[src/design/ts_pes_payload_extractor_unit_defines.svh]
// Assertion macros shared by the extractor modules.
// Depends on nothing; included by the modules that carry assertions.
`ifndef TS_PES_PAYLOAD_EXTRACTOR_UNIT_DEFINES_SVH
`define TS_PES_PAYLOAD_EXTRACTOR_UNIT_DEFINES_SVH

// Check a condition at every clock edge outside reset
`define TSPE_ASSERT_ALWAYS(label, clk, rst_n, cond, msg) \
    label: assert property (@(posedge clk) disable iff (!rst_n) (cond)) else $error(msg);

// Check that a condition implies another in the same cycle
`define TSPE_ASSERT_IMPLY(label, clk, rst_n, ante, cons, msg) \
    label: assert property (@(posedge clk) disable iff (!rst_n) (ante) |-> (cons)) \
        else $error(msg);

// Check that a condition implies another in the next cycle
`define TSPE_ASSERT_NEXT(label, clk, rst_n, ante, cons, msg) \
    label: assert property (@(posedge clk) disable iff (!rst_n) (ante) |=> (cons)) \
        else $error(msg);

`endif

[src/design/tspe_pkg.sv]
// Shared types and constants for the transport stream PES payload extractor.
// Depends on nothing; used by the interfaces and all modules.
package tspe_pkg;

    localparam int DATA_W         = 8;
    localparam int RING_SIZE_W    = 21;
    localparam int WRITE_OFFSET_W = 20;
    localparam int STATUS_W       = 2;
    localparam int TS_W           = 33;
    localparam int PACKET_BYTES   = 188;
    localparam int RING_ADDR_BITS = 20;
    localparam int QUEUE_DEPTH    = 4;

    localparam logic [RING_SIZE_W-1:0] RING_SIZE_RESET = 21'h100000;
    localparam logic [TS_W-1:0]        TS_ALL_ONES     = 33'h1_FFFF_FFFF;

    // Result kinds
    localparam logic KIND_WRITE  = 1'b0;
    localparam logic KIND_STATUS = 1'b1;

    // Packet status codes
    localparam logic [STATUS_W-1:0] ST_OK        = 2'd0;
    localparam logic [STATUS_W-1:0] ST_BAD_SYNC  = 2'd1;
    localparam logic [STATUS_W-1:0] ST_BAD_START = 2'd2;
    localparam logic [STATUS_W-1:0] ST_BAD_FLAGS = 2'd3;

    // Work left for the back end by one item
    typedef struct packed {
        logic                wr_en;
        logic [DATA_W-1:0]   wr_byte;
        logic                st_en;
        logic [STATUS_W-1:0] status;
        logic [TS_W-1:0]     ts;
        logic                ts_upd;
    } action_t;

endpackage

[src/design/tspe_if.sv]
// Valid/ready channel interfaces: transport bytes in, ring writes and status out.
// Depends on tspe_pkg.
interface tspe_in_if;
    logic                        valid;
    logic                        ready;
    logic [tspe_pkg::DATA_W-1:0] data_byte;
    logic                        packet_first;

    modport source (output valid, output data_byte, output packet_first, input ready);
    modport sink (input valid, input data_byte, input packet_first, output ready);
endinterface

interface tspe_out_if;
    logic                                valid;
    logic                                ready;
    logic                                result_kind;
    logic [tspe_pkg::WRITE_OFFSET_W-1:0] write_offset;
    logic [tspe_pkg::DATA_W-1:0]         payload_byte;
    logic [tspe_pkg::STATUS_W-1:0]       status;
    logic [tspe_pkg::TS_W-1:0]           timestamp;
    logic                                timestamp_updated;

    modport source (output valid, output result_kind, output write_offset,
                    output payload_byte, output status, output timestamp,
                    output timestamp_updated, input ready);
    modport sink (input valid, input result_kind, input write_offset,
                  input payload_byte, input status, input timestamp,
                  input timestamp_updated, output ready);
endinterface

[src/design/tspe_front.sv]
// Front end: parses transport packet and PES headers one byte per cycle when q_ready.
// Depends on tspe_pkg; pushes at most one action per item into the action queue.
`include "ts_pes_payload_extractor_unit_defines.svh"

module tspe_front #(
    parameter int PACKET_BYTES = tspe_pkg::PACKET_BYTES
) (
    input  logic                          clk,
    input  logic                          rst_n,
    input  logic                          in_valid,
    output logic                          in_ready,
    input  logic [tspe_pkg::DATA_W-1:0]   data_byte,
    input  logic                          packet_first,
    output logic                          push,
    output tspe_pkg::action_t             push_data,
    input  logic                          q_ready
);

    typedef enum logic [2:0] {
        PH_IDLE,
        PH_HDR,
        PH_ALEN,
        PH_ASKIP,
        PH_PES,
        PH_PAY,
        PH_DROP
    } phase_t;

    localparam logic [7:0] SYNC_BYTE  = 8'h47;
    localparam logic [7:0] LAST_INDEX = 8'(PACKET_BYTES - 1);

    phase_t                        phase_reg, phase_next;
    logic [7:0]                    byte_index_reg, byte_index_next;
    logic [7:0]                    skip_reg, skip_next;
    logic [1:0]                    flags_reg, flags_next;
    logic [tspe_pkg::TS_W-1:0]     pts_reg, pts_next;
    logic [tspe_pkg::STATUS_W-1:0] err_reg, err_next;
    logic                          pay_start_reg, pay_start_next;
    logic [7:0]                    pes_pos_reg, pes_pos_next;
    logic [7:0]                    hdr_len_reg, hdr_len_next;
    logic                          ts_valid_reg, ts_valid_next;

    logic                          accept;
    logic                          active;
    logic [7:0]                    byte_index_cur;
    logic [8:0]                    pay_from;
    tspe_pkg::action_t             act;

    // Stream ids whose PES carries the optional header
    function automatic logic has_pes_header(input logic [7:0] id);
        logic res;
        res = 1'b1;
        if (id < 8'hBC)
        begin
            res = 1'b0;
        end
        else if (id >= 8'hF4 && id <= 8'hFE)
        begin
            res = 1'b0;
        end
        else if (id inside {8'hBC, 8'hBE, 8'hBF, 8'hF0, 8'hF1, 8'hFF})
        begin
            res = 1'b0;
        end
        return res;
    endfunction

    assign in_ready  = q_ready;
    assign accept    = in_valid && q_ready;
    assign push      = accept && (act.wr_en || act.st_en);
    assign push_data = act;
    assign pay_from  = 9'd9 + {1'b0, hdr_len_reg};

    // Parse one byte and work out the action it leaves behind
    always_comb
    begin
        phase_next      = phase_reg;
        byte_index_next = byte_index_reg;
        skip_next       = skip_reg;
        flags_next      = flags_reg;
        pts_next        = pts_reg;
        err_next        = err_reg;
        pay_start_next  = pay_start_reg;
        pes_pos_next    = pes_pos_reg;
        hdr_len_next    = hdr_len_reg;
        ts_valid_next   = ts_valid_reg;
        act             = '0;
        act.wr_byte     = data_byte;
        active          = 1'b1;
        byte_index_cur  = byte_index_reg;

        if (packet_first)
        begin
            byte_index_cur = 8'd0;
            err_next       = tspe_pkg::ST_OK;
            pay_start_next = 1'b0;
            flags_next     = 2'd0;
            pts_next       = '0;
            skip_next      = 8'd0;
            pes_pos_next   = 8'd0;
            hdr_len_next   = 8'd0;
            ts_valid_next  = 1'b0;
            if (data_byte != SYNC_BYTE)
            begin
                err_next   = tspe_pkg::ST_BAD_SYNC;
                phase_next = PH_DROP;
            end
            else
            begin
                phase_next = PH_HDR;
            end
        end
        else
        begin
            case (phase_reg)
                PH_IDLE:
                begin
                    active = 1'b0;
                end
                PH_HDR:
                begin
                    if (byte_index_reg == 8'd1)
                    begin
                        pay_start_next = data_byte[6];
                    end
                    else if (byte_index_reg == 8'd3)
                    begin
                        case (data_byte[5:4])
                            2'b11:   phase_next = PH_ALEN;
                            2'b10:   phase_next = PH_DROP;
                            default:
                            begin
                                phase_next   = pay_start_reg ? PH_PES : PH_PAY;
                                pes_pos_next = 8'd0;
                            end
                        endcase
                    end
                end
                PH_ALEN:
                begin
                    skip_next = data_byte;
                    if (data_byte == 8'd0)
                    begin
                        phase_next   = pay_start_reg ? PH_PES : PH_PAY;
                        pes_pos_next = 8'd0;
                    end
                    else
                    begin
                        phase_next = PH_ASKIP;
                    end
                end
                PH_ASKIP:
                begin
                    skip_next = skip_reg - 8'd1;
                    if (skip_reg == 8'd1)
                    begin
                        phase_next   = pay_start_reg ? PH_PES : PH_PAY;
                        pes_pos_next = 8'd0;
                    end
                end
                PH_PES:
                begin
                    // Start code, stream id, header flags and header length
                    if (pes_pos_reg <= 8'd1)
                    begin
                        if (data_byte != 8'd0)
                        begin
                            err_next   = tspe_pkg::ST_BAD_START;
                            phase_next = PH_DROP;
                        end
                    end
                    else if (pes_pos_reg == 8'd2)
                    begin
                        if (data_byte != 8'd1)
                        begin
                            err_next   = tspe_pkg::ST_BAD_START;
                            phase_next = PH_DROP;
                        end
                    end
                    else if (pes_pos_reg == 8'd3)
                    begin
                        if (has_pes_header(data_byte))
                        begin
                            ts_valid_next = 1'b1;
                        end
                        else
                        begin
                            phase_next = PH_DROP;
                        end
                    end
                    else if (pes_pos_reg == 8'd7)
                    begin
                        flags_next = data_byte[7:6];
                        if (data_byte[5:0] != 6'd0)
                        begin
                            err_next = tspe_pkg::ST_BAD_FLAGS;
                        end
                    end
                    else if (pes_pos_reg == 8'd8)
                    begin
                        hdr_len_next = data_byte;
                    end

                    // Gather the PTS bits
                    case (pes_pos_reg)
                        8'd9:    pts_next[32:30] = pts_reg[32:30] | data_byte[3:1];
                        8'd10:   pts_next[29:22] = pts_reg[29:22] | data_byte;
                        8'd11:   pts_next[21:15] = pts_reg[21:15] | data_byte[7:1];
                        8'd12:   pts_next[14:7]  = pts_reg[14:7] | data_byte;
                        8'd13:   pts_next[6:0]   = pts_reg[6:0] | data_byte[7:1];
                        default: pts_next        = pts_reg;
                    endcase

                    if (pes_pos_reg >= 8'd9 && {1'b0, pes_pos_reg} >= pay_from &&
                        err_reg == tspe_pkg::ST_OK)
                    begin
                        act.wr_en = 1'b1;
                    end
                    if (pes_pos_reg != 8'hFF)
                    begin
                        pes_pos_next = pes_pos_reg + 8'd1;
                    end
                end
                PH_PAY:
                begin
                    act.wr_en = 1'b1;
                end
                default:
                begin
                end
            endcase
        end

        // Close the packet on its last byte
        if (active)
        begin
            if (byte_index_cur >= LAST_INDEX)
            begin
                if (pay_start_next && err_next == tspe_pkg::ST_OK &&
                    (phase_next == PH_ALEN || phase_next == PH_ASKIP ||
                     (phase_next == PH_PES && pes_pos_next < 8'd4)))
                begin
                    err_next = tspe_pkg::ST_BAD_START;
                end
                act.st_en  = 1'b1;
                act.status = err_next;
                act.ts_upd = ts_valid_next;
                if (ts_valid_next)
                begin
                    if (flags_next[1])
                    begin
                        act.ts = pts_next;
                    end
                    else if (flags_next == 2'd0)
                    begin
                        act.ts = tspe_pkg::TS_ALL_ONES;
                    end
                end
                phase_next      = PH_IDLE;
                byte_index_next = 8'd0;
            end
            else
            begin
                byte_index_next = byte_index_cur + 8'd1;
            end
        end
    end

    // Hold parse state, advance on each accepted item
    always_ff @(posedge clk or negedge rst_n)
    begin
        if (!rst_n)
        begin
            phase_reg      <= PH_IDLE;
            byte_index_reg <= 8'd0;
            skip_reg       <= 8'd0;
            flags_reg      <= 2'd0;
            pts_reg        <= '0;
            err_reg        <= tspe_pkg::ST_OK;
            pay_start_reg  <= 1'b0;
            pes_pos_reg    <= 8'd0;
            hdr_len_reg    <= 8'd0;
            ts_valid_reg   <= 1'b0;
        end
        else if (accept)
        begin
            phase_reg      <= phase_next;
            byte_index_reg <= byte_index_next;
            skip_reg       <= skip_next;
            flags_reg      <= flags_next;
            pts_reg        <= pts_next;
            err_reg        <= err_next;
            pay_start_reg  <= pay_start_next;
            pes_pos_reg    <= pes_pos_next;
            hdr_len_reg    <= hdr_len_next;
            ts_valid_reg   <= ts_valid_next;
        end
    end

    `TSPE_ASSERT_IMPLY(a_idle_quiet, clk, rst_n, accept && phase_reg == PH_IDLE && !packet_first, !push, "idle byte produced an action")
    `TSPE_ASSERT_IMPLY(a_push_room, clk, rst_n, push, q_ready, "push into a full queue")

endmodule

[src/design/tspe_queue.sv]
// Short action queue that decouples the parser from the result stage.
// Depends on tspe_pkg for the action type.
`include "ts_pes_payload_extractor_unit_defines.svh"

module tspe_queue #(
    parameter int DEPTH = tspe_pkg::QUEUE_DEPTH
) (
    input  logic              clk,
    input  logic              rst_n,
    input  logic              push,
    input  tspe_pkg::action_t push_data,
    output logic              push_ready,
    input  logic              pop,
    output tspe_pkg::action_t head,
    output logic              head_valid
);

    localparam int PW = (DEPTH > 1) ? $clog2(DEPTH) : 1;
    localparam int CW = $clog2(DEPTH + 1);

    tspe_pkg::action_t entries_reg [DEPTH];
    logic [PW-1:0]     wr_ptr_reg, wr_ptr_next;
    logic [PW-1:0]     rd_ptr_reg, rd_ptr_next;
    logic [CW-1:0]     cnt_reg, cnt_next;

    assign push_ready = (cnt_reg != CW'(DEPTH));
    assign head_valid = (cnt_reg != '0);
    assign head       = entries_reg[rd_ptr_reg];

    // Advance pointers with wrap and track the fill level
    always_comb
    begin
        wr_ptr_next = wr_ptr_reg;
        rd_ptr_next = rd_ptr_reg;
        cnt_next    = cnt_reg;
        if (push)
        begin
            wr_ptr_next = (wr_ptr_reg == PW'(DEPTH - 1)) ? '0 : wr_ptr_reg + 1'b1;
        end
        if (pop)
        begin
            rd_ptr_next = (rd_ptr_reg == PW'(DEPTH - 1)) ? '0 : rd_ptr_reg + 1'b1;
        end
        if (push && !pop)
        begin
            cnt_next = cnt_reg + 1'b1;
        end
        else if (pop && !push)
        begin
            cnt_next = cnt_reg - 1'b1;
        end
    end

    always_ff @(posedge clk or negedge rst_n)
    begin
        if (!rst_n)
        begin
            wr_ptr_reg <= '0;
            rd_ptr_reg <= '0;
            cnt_reg    <= '0;
        end
        else
        begin
            wr_ptr_reg <= wr_ptr_next;
            rd_ptr_reg <= rd_ptr_next;
            cnt_reg    <= cnt_next;
        end
    end

    // Store the pushed action
    always_ff @(posedge clk)
    begin
        if (push)
        begin
            entries_reg[wr_ptr_reg] <= push_data;
        end
    end

    `TSPE_ASSERT_ALWAYS(a_cnt_bound, clk, rst_n, cnt_reg <= CW'(DEPTH), "queue count past depth")
    `TSPE_ASSERT_IMPLY(a_no_underflow, clk, rst_n, pop, head_valid, "pop from an empty queue")
    `TSPE_ASSERT_NEXT(a_cnt_grow, clk, rst_n, push && !pop, cnt_reg == $past(cnt_reg) + 1'b1, "count did not grow on push")

endmodule

[src/design/tspe_back.sv]
// Back end: places payload bytes in the ring and registers each result.
// Depends on tspe_pkg; drains the action queue, holds ring_size and ring offset.
`include "ts_pes_payload_extractor_unit_defines.svh"

module tspe_back #(
    parameter int RING_ADDR_BITS = tspe_pkg::RING_ADDR_BITS
) (
    input  logic                                clk,
    input  logic                                rst_n,
    input  logic                                cfg_wr_en,
    input  logic [tspe_pkg::RING_SIZE_W-1:0]    cfg_wr_data,
    input  tspe_pkg::action_t                   head,
    input  logic                                head_valid,
    output logic                                pop,
    output logic                                out_valid,
    input  logic                                out_ready,
    output logic                                result_kind,
    output logic [tspe_pkg::WRITE_OFFSET_W-1:0] write_offset,
    output logic [tspe_pkg::DATA_W-1:0]         payload_byte,
    output logic [tspe_pkg::STATUS_W-1:0]       status,
    output logic [tspe_pkg::TS_W-1:0]           timestamp,
    output logic                                timestamp_updated
);

    localparam int RW = RING_ADDR_BITS;
    localparam int SW = (RW + 1 > tspe_pkg::RING_SIZE_W) ? RW + 1 : tspe_pkg::RING_SIZE_W;
    localparam int OW = tspe_pkg::WRITE_OFFSET_W;

    logic [tspe_pkg::RING_SIZE_W-1:0] ring_size_reg;
    logic [RW-1:0]                    ring_off_reg, ring_off_next;
    logic                             wr_done_reg, wr_done_next;
    logic                             out_valid_reg, out_valid_next;
    logic                             load;

    logic                             kind_reg, kind_next;
    logic [OW-1:0]                    off_reg, off_next;
    logic [tspe_pkg::DATA_W-1:0]      byte_reg, byte_next;
    logic [tspe_pkg::STATUS_W-1:0]    status_reg, status_next;
    logic [tspe_pkg::TS_W-1:0]        ts_reg, ts_next;
    logic                             upd_reg, upd_next;

    logic [SW-1:0]                    size_req;
    logic [SW-1:0]                    size_cap;
    logic [SW-1:0]                    size_eff;
    logic [RW-1:0]                    off_cur;
    logic [SW-1:0]                    off_inc;

    // Effective ring size and wrapped offsets
    always_comb
    begin
        size_req = SW'(ring_size_reg);
        size_cap = SW'(1) << RW;
        size_eff = (size_req == '0 || size_req > size_cap) ? size_cap : size_req;
        off_cur  = (SW'(ring_off_reg) >= size_eff) ? '0 : ring_off_reg;
        off_inc  = SW'(off_cur) + SW'(1);
    end

    assign load = !out_valid_reg || out_ready;

    // Emit the write first, then the status of the same item
    always_comb
    begin
        ring_off_next  = ring_off_reg;
        wr_done_next   = wr_done_reg;
        out_valid_next = out_valid_reg;
        pop            = 1'b0;
        kind_next      = kind_reg;
        off_next       = off_reg;
        byte_next      = byte_reg;
        status_next    = status_reg;
        ts_next        = ts_reg;
        upd_next       = upd_reg;
        if (load)
        begin
            out_valid_next = head_valid;
            if (head_valid)
            begin
                if (head.wr_en && !wr_done_reg)
                begin
                    kind_next     = tspe_pkg::KIND_WRITE;
                    off_next      = OW'(off_cur);
                    byte_next     = head.wr_byte;
                    status_next   = tspe_pkg::ST_OK;
                    ts_next       = '0;
                    upd_next      = 1'b0;
                    ring_off_next = (off_inc >= size_eff) ? '0 : off_inc[RW-1:0];
                    if (head.st_en)
                    begin
                        wr_done_next = 1'b1;
                    end
                    else
                    begin
                        pop = 1'b1;
                    end
                end
                else
                begin
                    kind_next    = tspe_pkg::KIND_STATUS;
                    off_next     = '0;
                    byte_next    = '0;
                    status_next  = head.status;
                    ts_next      = head.ts;
                    upd_next     = head.ts_upd;
                    wr_done_next = 1'b0;
                    pop          = 1'b1;
                end
            end
        end
    end

    always_ff @(posedge clk or negedge rst_n)
    begin
        if (!rst_n)
        begin
            ring_size_reg <= tspe_pkg::RING_SIZE_RESET;
            ring_off_reg  <= '0;
            wr_done_reg   <= 1'b0;
            out_valid_reg <= 1'b0;
        end
        else
        begin
            if (cfg_wr_en)
            begin
                ring_size_reg <= cfg_wr_data;
            end
            ring_off_reg  <= ring_off_next;
            wr_done_reg   <= wr_done_next;
            out_valid_reg <= out_valid_next;
        end
    end

    // Hold the result payload
    always_ff @(posedge clk)
    begin
        kind_reg   <= kind_next;
        off_reg    <= off_next;
        byte_reg   <= byte_next;
        status_reg <= status_next;
        ts_reg     <= ts_next;
        upd_reg    <= upd_next;
    end

    assign out_valid         = out_valid_reg;
    assign result_kind       = kind_reg;
    assign write_offset      = off_reg;
    assign payload_byte      = byte_reg;
    assign status            = status_reg;
    assign timestamp         = ts_reg;
    assign timestamp_updated = upd_reg;

    `TSPE_ASSERT_IMPLY(a_split_head, clk, rst_n, wr_done_reg, head_valid && head.st_en, "split item lost its head")
    `TSPE_ASSERT_IMPLY(a_write_clean, clk, rst_n, out_valid_reg && kind_reg == tspe_pkg::KIND_WRITE, status_reg == tspe_pkg::ST_OK && !upd_reg, "payload write carries status")

endmodule

[src/design/ts_pes_payload_extractor_unit.sv]
// The action queue takes a byte's action at the accepting edge, and the output register
// then loads it from the queue head.
// Throughput: one byte per cycle while the queue has room; the last byte of a packet that
// also carries payload gives two results, a write and then its status, which leave the
// output register in turn; the four-entry action queue absorbs the extra one until full.
// Reset: rst_n asynchronous, active low; parser idle, ring offset 0, ring_size 1048576.
module ts_pes_payload_extractor_unit #(
    parameter int PACKET_BYTES   = tspe_pkg::PACKET_BYTES,
    parameter int RING_ADDR_BITS = tspe_pkg::RING_ADDR_BITS,
    parameter int QUEUE_DEPTH    = tspe_pkg::QUEUE_DEPTH
) (
    input  logic                             clk,
    input  logic                             rst_n,
    tspe_in_if.sink                          stream,
    tspe_out_if.source                       result,
    input  logic                             cfg_wr_en,
    input  logic [tspe_pkg::RING_SIZE_W-1:0] cfg_wr_data
);

    logic              push;
    logic              push_ready;
    logic              pop;
    logic              head_valid;
    tspe_pkg::action_t push_data;
    tspe_pkg::action_t head;

    // Parse bytes into actions
    tspe_front #(
        .PACKET_BYTES(PACKET_BYTES)
    ) u_front (
        .clk          (clk),
        .rst_n        (rst_n),
        .in_valid     (stream.valid),
        .in_ready     (stream.ready),
        .data_byte    (stream.data_byte),
        .packet_first (stream.packet_first),
        .push         (push),
        .push_data    (push_data),
        .q_ready      (push_ready)
    );

    // Buffer actions between the two sides
    tspe_queue #(
        .DEPTH(QUEUE_DEPTH)
    ) u_queue (
        .clk        (clk),
        .rst_n      (rst_n),
        .push       (push),
        .push_data  (push_data),
        .push_ready (push_ready),
        .pop        (pop),
        .head       (head),
        .head_valid (head_valid)
    );

    // Turn actions into ring writes and status results
    tspe_back #(
        .RING_ADDR_BITS(RING_ADDR_BITS)
    ) u_back (
        .clk               (clk),
        .rst_n             (rst_n),
        .cfg_wr_en         (cfg_wr_en),
        .cfg_wr_data       (cfg_wr_data),
        .head              (head),
        .head_valid        (head_valid),
        .pop               (pop),
        .out_valid         (result.valid),
        .out_ready         (result.ready),
        .result_kind       (result.result_kind),
        .write_offset      (result.write_offset),
        .payload_byte      (result.payload_byte),
        .status            (result.status),
        .timestamp         (result.timestamp),
        .timestamp_updated (result.timestamp_updated)
    );

endmodule
[src/flat_wrapper.sv]
// flat-port wrapper written by rule: the top's interface ports become plain ports
module ts_pes_payload_extractor_unit_flat 
#(
    parameter int PACKET_BYTES   = tspe_pkg::PACKET_BYTES,
    parameter int RING_ADDR_BITS = tspe_pkg::RING_ADDR_BITS,
    parameter int QUEUE_DEPTH    = tspe_pkg::QUEUE_DEPTH
)
  (clk, rst_n, cfg_wr_en, cfg_wr_data, stream_valid, stream_data_byte, stream_packet_first, stream_ready, result_valid, result_result_kind, result_write_offset, result_payload_byte, result_status, result_timestamp, result_timestamp_updated, result_ready);
  tspe_in_if stream_i ();
  tspe_out_if result_i ();
  input  logic clk;
  input  logic rst_n;
  input  logic cfg_wr_en;
  input  logic [tspe_pkg::RING_SIZE_W-1:0] cfg_wr_data;
  input wire logic [$bits(stream_i.valid)-1:0] stream_valid;
  input wire logic [$bits(stream_i.data_byte)-1:0] stream_data_byte;
  input wire logic [$bits(stream_i.packet_first)-1:0] stream_packet_first;
  output wire logic [$bits(stream_i.ready)-1:0] stream_ready;
  output wire logic [$bits(result_i.valid)-1:0] result_valid;
  output wire logic [$bits(result_i.result_kind)-1:0] result_result_kind;
  output wire logic [$bits(result_i.write_offset)-1:0] result_write_offset;
  output wire logic [$bits(result_i.payload_byte)-1:0] result_payload_byte;
  output wire logic [$bits(result_i.status)-1:0] result_status;
  output wire logic [$bits(result_i.timestamp)-1:0] result_timestamp;
  output wire logic [$bits(result_i.timestamp_updated)-1:0] result_timestamp_updated;
  input wire logic [$bits(result_i.ready)-1:0] result_ready;
  assign stream_i.valid = stream_valid;
  assign stream_i.data_byte = stream_data_byte;
  assign stream_i.packet_first = stream_packet_first;
  assign stream_ready = stream_i.ready;
  assign result_valid = result_i.valid;
  assign result_result_kind = result_i.result_kind;
  assign result_write_offset = result_i.write_offset;
  assign result_payload_byte = result_i.payload_byte;
  assign result_status = result_i.status;
  assign result_timestamp = result_i.timestamp;
  assign result_timestamp_updated = result_i.timestamp_updated;
  assign result_i.ready = result_ready;
  ts_pes_payload_extractor_unit #(.PACKET_BYTES(PACKET_BYTES), .RING_ADDR_BITS(RING_ADDR_BITS), .QUEUE_DEPTH(QUEUE_DEPTH)) u_core (.clk(clk), .rst_n(rst_n), .stream(stream_i), .result(result_i), .cfg_wr_en(cfg_wr_en), .cfg_wr_data(cfg_wr_data));
endmodule
[config.mk]
export PLATFORM = sky130hd
export DESIGN_NAME = ts_pes_payload_extractor_unit_flat
export DESIGN_NICKNAME = d
export VERILOG_FILES = /design/src/design/tspe_pkg.sv /design/src/design/tspe_if.sv /design/src/design/tspe_front.sv /design/src/design/tspe_queue.sv /design/src/design/tspe_back.sv /design/src/design/ts_pes_payload_extractor_unit.sv /design/src/flat_wrapper.sv
export VERILOG_INCLUDE_DIRS = /design/src /design/src/design
export SDC_FILE = /design/constraint.sdc
export NUM_CORES = 1
export LEC_CHECK = 0
export BUFFER_PORTS_ARGS = -buffer_cell sky130_fd_sc_hd__buf_4
export CAP_MARGIN = 20
export CORE_MARGIN = 2
export CORE_UTILIZATION = 55
export DETAILED_ROUTE_END_ITERATION = 16
export HOLD_SLACK_MARGIN = 0.03
export PLACE_DENSITY = 0.72
export SYNTH_ARGS = -nofsm -noshare
export SYNTH_HDL_FRONTEND = slang
export SYNTH_HIERARCHICAL = 1
export SYNTH_SLANG_ARGS = --single-unit
export TNS_END_PERCENT = 100
[constraint.sdc]
create_clock -name clk -period 4.1 [get_ports clk]
set_input_delay 0.205 -clock clk [delete_from_list [all_inputs] [get_ports clk]]
set_output_delay 0.205 -clock clk [all_outputs]
set_load 0.005 [all_outputs]
Word level (Yosys, flattened, before mapping). Memories as Yosys holds them, arrays and structs flattened. Index checks and enable logic that the tools add are counted.

Reductions and logical operators: 41. $add $sub $neg: 9. Equality and inequality tests: 39. Multiplexer cells: 105. Bitwise logic cells: 5. $lt $le $gt $ge: 11.

Operators by type and width (number): two-way mux 33 bit (5); two-way mux 8 bit (19); two-way mux 37 bit (2); two-way mux 3 bit (17); == test 8 x 4 -> 1 bit (second input constant) (6); == test 8 bit (second input constant) (6); two-way mux 2 bit (20); two-way mux 20 bit (2); two-way mux 1 bit (32); one-hot mux 8 bit (4 select lines) (1); == test 8 x 2 -> 1 bit (second input constant) (3); adder 20 x 1 -> 21 bit (second input constant) (1); greater-or-equal comparator 20 x 21 -> 1 bit (1); greater-or-equal comparator 21 bit (1); > comparator 21 bit (second input constant) (1); logical NOT 21 bit (1); two-way mux 21 bit (1); adder 8 x 1 -> 8 bit (second input constant) (2); == test 8 x 1 -> 1 bit (second input constant) (2); greater-or-equal comparator 8 bit (second input constant) (2); OR 8 bit (2); one-hot mux 8 bit (2 select lines) (1); two-way mux 7 bit (2); OR 7 bit (2); other kinds (40) (78).

Output and inout bits: 67. Memories: 1. Input port bits: 35. Memory bits (writable): 184. Register bits: 189. Logic and storage cells: 234.

Memory list: u_core.u_queue.entries_reg (depth 4, width 46, read ports 1, clocked after Yosys merged registers in 0, write ports 1, line tspe_queue.sv:21) `tspe_pkg::action_t entries_reg [DEPTH];`.

Logic depth before layout (Yosys ltp).
Depth in word-level cells: 29. Gate-level depth with buffers: 21.

Hierarchy. Netlist, hierarchy kept.

Modules (own cells, without submodules): tspe_queue (cells each 277, instances 1, seq. area each 5700.5 um2, area an instance 7046.8 um2); tspe_back (cells each 527, instances 1, seq. area each 3029.2 um2, area an instance 5811.8 um2); tspe_front (cells each 632, instances 1, seq. area each 1851.8 um2, area an instance 5263.8 um2).

Worst setup path after synthesis. Ideal clock, no wire load.

Kind: register to register. Start: reg u_core/u_back/ring_size_reg[13] (netlist name). End: reg u_core.u_back.ring_off_reg[10]. Clock period less this slack: 4.545 ns. Arrival: 4.465 ns. Setup slack: -0.445 ns. Library setup time: 0.080 ns. Path buffers: 2. Stages on the path, launching flop included: 22. Cells stage by stage: dfrtp_1 nor4_1 nand3_1 nor2_1 xnor2_1 nand2_1 ha_1 nand4_1 nor3_1 o21ai_1 a2111o_1 and2_1 buf_2 o21a_1 ha_1 a21oi_1 o21ai_0 a2111o_1 a211oi_2 nand3_1 buf_4 o211ai_2.

Cells in the longest elaborated chain, start to end: 8.

RTL lines: start: declaration (line tspe_back.sv:29) `logic [tspe_pkg::RING_SIZE_W-1:0] ring_size_reg;`; start signal: assignment (line tspe_back.sv:115) `ring_size_reg <= tspe_pkg::RING_SIZE_RESET;`; start signal: assignment (line tspe_back.sv:124) `ring_size_reg <= cfg_wr_data;`; > comparator 21 bit or logical NOT 21 bit (tied branches) (line tspe_back.sv:53) `size_eff = (size_req == '0 || size_req > size_cap) ? size_cap : size_req;`; logical OR 1 bit (line tspe_back.sv:53); two-way mux 21 bit * (line tspe_back.sv:53); greater-or-equal comparator 20 x 21 -> 1 bit (line tspe_back.sv:54) `off_cur = (SW'(ring_off_reg) >= size_eff) ? '0 : ring_off_reg;`; two-way mux 20 bit (line tspe_back.sv:54); adder 20 x 1 -> 21 bit (line tspe_back.sv:55) `off_inc = SW'(off_cur) + SW'(1);`; greater-or-equal comparator 21 bit (line tspe_back.sv:86) `ring_off_next = (off_inc >= size_eff) ? '0 : off_inc[RW-1:0];`; two-way mux 20 bit * (line tspe_back.sv:86); end signal: assignment (line tspe_back.sv:126) `ring_off_reg <= ring_off_next;`; end: declaration (line tspe_back.sv:30) `logic [RW-1:0] ring_off_reg, ring_off_next;`.

Every way passes the cells marked *; elsewhere a longest branch is shown, timed or not. A chain may end at the register's enable or synchronous reset.

Final worst setup path.
Start: reg u_core/u_back/ring_size_reg[2] (netlist name). End: reg u_core.u_back.ring_off_reg[16].

The elaborated chain is that of the path after synthesis.

==> impl_metrics.toml <==
[status]
status = "complete, but fails checks"
violations = "setup timing"

[timing]
finalClockSkew_ns = 0.01208
finalSetupViolCount = 20
max_freq_mhz = 214.8
hold_slack_ns = 0.04370
slew_headroom_pct = 35.42
rsz0062_at_grt = "true"
tightest_slew_ns = 0.9613
period_needed_ns = 4.656
report.final.slew_viol_count = 0
finalHoldViolCount = 0
tns_ns = -10.50
worst_slack_ns = -0.5563
period_share_pct = 113.6

[power_and_ir_drop]
ir_drop_mv = 0.4145
switchingPower_mw = 3.563
clkPwrFrac_pct = 31.1
p_int_mw = 8.326
swShare_pct = 29.97
comb_power_share_pct = 28.0
p_seq_share_pct = 40.9
leakage_nw = 8.709
p_per_area_nw_per_um2 = 548.5
power_mw = 11.89

[clocking]
cts.htree.levels = 2
clk_path_buf_depth = 3
clk_pin_slew_ns = 0.06
clock_sinks = 373
cts_root_buffer = "clkbuf_16"
clock_latency_ns = 0.53
cts_tree = "built"
cts_inserted_buffers = 40

[final_layout]
fin_util_pct = 66.80
drive_above_1_share_pct = 27.40
syn2layout_area_growth_pct = 19.62
diodes = 0
largest_register_ffs = 184
layout.nets = 1714

[floorplanning]
initial_core_util_pct = 55.84
num_rows = 66
die_area_um2 = 34420
die_w_um = 185.5
num_io_pins = 102
die_height_um = 185.5
core_um2 = 32450

[worst_setup_path]
cp_slowest_cell = "a2111o_1"
path_class = "register to register"
worstPathRequired_ns = 4.55
critPathLaunchType = "register"
crit_arrival_ns = 5.11
cp_slowest_stage_delay_ns = 0.50
cp_cell_sequence = "nor4_2, nand3_1, nor2_4, xnor2_4, nand2_2, ha_4, and4_1, a221oi_2, a2111o_1, nand2_2, buf_6, nor2_1, ha_1, a21oi_2, o21ai_0, a2111o_1, a211oi_4, nand3_2, buf_4, o211ai_2"
cp-end-kind = "register"
cp_max_fo = 8

[synth]
synth_most_common_cell = "edfxtp_1"
yosys_warnings = 6
synth.area.top_cells = "edfxtp_1 (41%), dfrtp_1 (17%), mux4_2 (5.7%)"
ys_seq_elements = 373
syn_nets = 1536
synth_edf_count = 249
yosys-top-cells-count = "edfxtp_1 (249), dfrtp_1 (123), a21oi_1 (118)"
synth_top_area_cell = "edfxtp_1"
synthArstFlopShare_pct = 33.24
synth_top_area_share_pct = 41.26
syn_area_um2 = 18120
synth-seq-area-share_pct = 58.39
synthDistinctLibCells = 81
avgSynthCellArea_um2 = 12.62
synthCells = 1436
ys.flop_type = "edfxtp_1"

[grt]
antenna_found_initial = 0
grt_max_degree = 74
grt_usage_pct = 25.35
grt-ovfl-total = 0
grt_pass1_vias = 12430
grt_pass1_wl_mm = 67.93

[drt]
drt_wl_total_mm = 42.48
via_per_inst = 6.009
drtPass1Iterations = 6
ant_nets = 0
post_drt_wl_per_cell_um = 20.34
vias = 12550
drc = 0
first_iter_violations = 1211

[placed_design]
place_congestion = 0.9033
dp_hpwl_mm = 26.68
io_buffers = 101

[flow_run]
cap_violations = 0

[hold_path]
hp-class = "input port to async pin"
[power groups by stage]
stage	sequential, mW	clock, mW	combinational [mW]
4_1_cts	4.86	3.77	3.32
3_5_place_dp	4.92	0	3.24
2_1_floorplan	4.92	0	2.04
6_report	4.86	3.70	3.33
3_3_place_gp	4.91	0	3.17
5_1_grt	4.92	3.90	3.66
[layout by cell type (no fill, tap or decap), types with 34 or more instances in the layout]
master	count
edfxtp_1	249
buf_4	189
dfrtp_1	121
a21oi_1	114
nand2_1	106
nor2_1	89
ha_1	56
and2_1	53
o21ai_0	48
mux4_2	46
clkbuf_16	43
a21oi_2	35
and3_1	34
[cell families (layout without fill, tap and decap cells)]
group / Yosys count / after routing / share of synthesized area (%)
XOR/XNOR: 19 / 19 / 0.9183
adder cells (fa/ha/maj): 65 / 65 / 4.529
AND/OR/NAND/NOR: 464 / 464 / 13.57
AO/OA/AOI/OAI: 316 / 316 / 11.57
buffers and inverters: 125 / 335 / 3.590
flip-flops: 373 / 373 / 58.39
multiplexers: 74 / 74 / 7.436
[path summary, 6_finish.rpt]
kind                                                            start                                            to  slack (ns)  cells after the start
max                        u_core/u_back/ring_size_reg[2]$_DFFE_PN0P_    u_core/u_back/ring_off_reg[16]$_DFFE_PN0P_       -0.56                     20
min                                                             rst_n  u_core/u_front/byte_index_reg[5]$_DFFE_PN0P_        0.04                      2
max reg2reg                u_core/u_back/ring_size_reg[2]$_DFFE_PN0P_    u_core/u_back/ring_off_reg[16]$_DFFE_PN0P_       -0.56                     20
min reg2reg                   u_core/u_front/flags_reg[0]$_DFFE_PN0P_       u_core/u_front/flags_reg[0]$_DFFE_PN0P_        0.49                      2
max in group asynchronous                                       rst_n        u_core/u_front/pts_reg[31]$_DFFE_PN0P_        3.06                      4
min in group clk                                  stream_data_byte[4]   u_core/u_queue/entries_reg[2][41]$_DFFE_PP_        0.05                      1
[timing repair]
item / CTS / global route
pin swaps: 10 / 4
setup buffers: 11 / 2
hold endpoints to repair: 104 / 0
setup endpoints to repair: 20 / 20
gates resized for setup: 39 / 12
hold buffers: 26 / 0
cloned: 2 / 0
[per-stage QoR]
stage               instance area [um^2]  setup slack, ns  std cells
floorplan                          18170          -0.1431       1436
global placement                   19640          -0.5078       1972
detailed placement                 19640          -0.6605       1972
CTS                                21570          -0.5007       2085
global route                       21680          -0.8239       2088
finish                             21680          -0.5563       2088
[cell type report]
cell class / count / area (um^2)
clock inverter: 22 / 245.2
multi-input combinational: 938 / 7156
inverter: 33 / 123.9
clock buffer: 52 / 1140
timing repair buffer: 228 / 1877
sequential: 373 / 10580
fill: 2315 / 10780
tap: 442 / 553.0
[worst max-delay path, delay by kind of cell (launching register included)]
kind            cells  cell delay [ns]
compound gates      7             1.69
flops               1             0.39
xor+xnor            1             0.20
simple gates        8             1.34
buf+inv             2             0.33
fa+ha+maj           2             0.60
[routing by layer]
layer	wire, um	vias to the layer above	share of wire [%]	track usage (%)
met5	0	-	0	0
met4	1039	0	2.4	7.746
met3	2491	81	5.9	3.385
met2	21230	434	50	42.84
met1	17720	6252	42	34.41
li1	-	5779	-	-
Note: power is estimated with default switching activity, not from simulation.
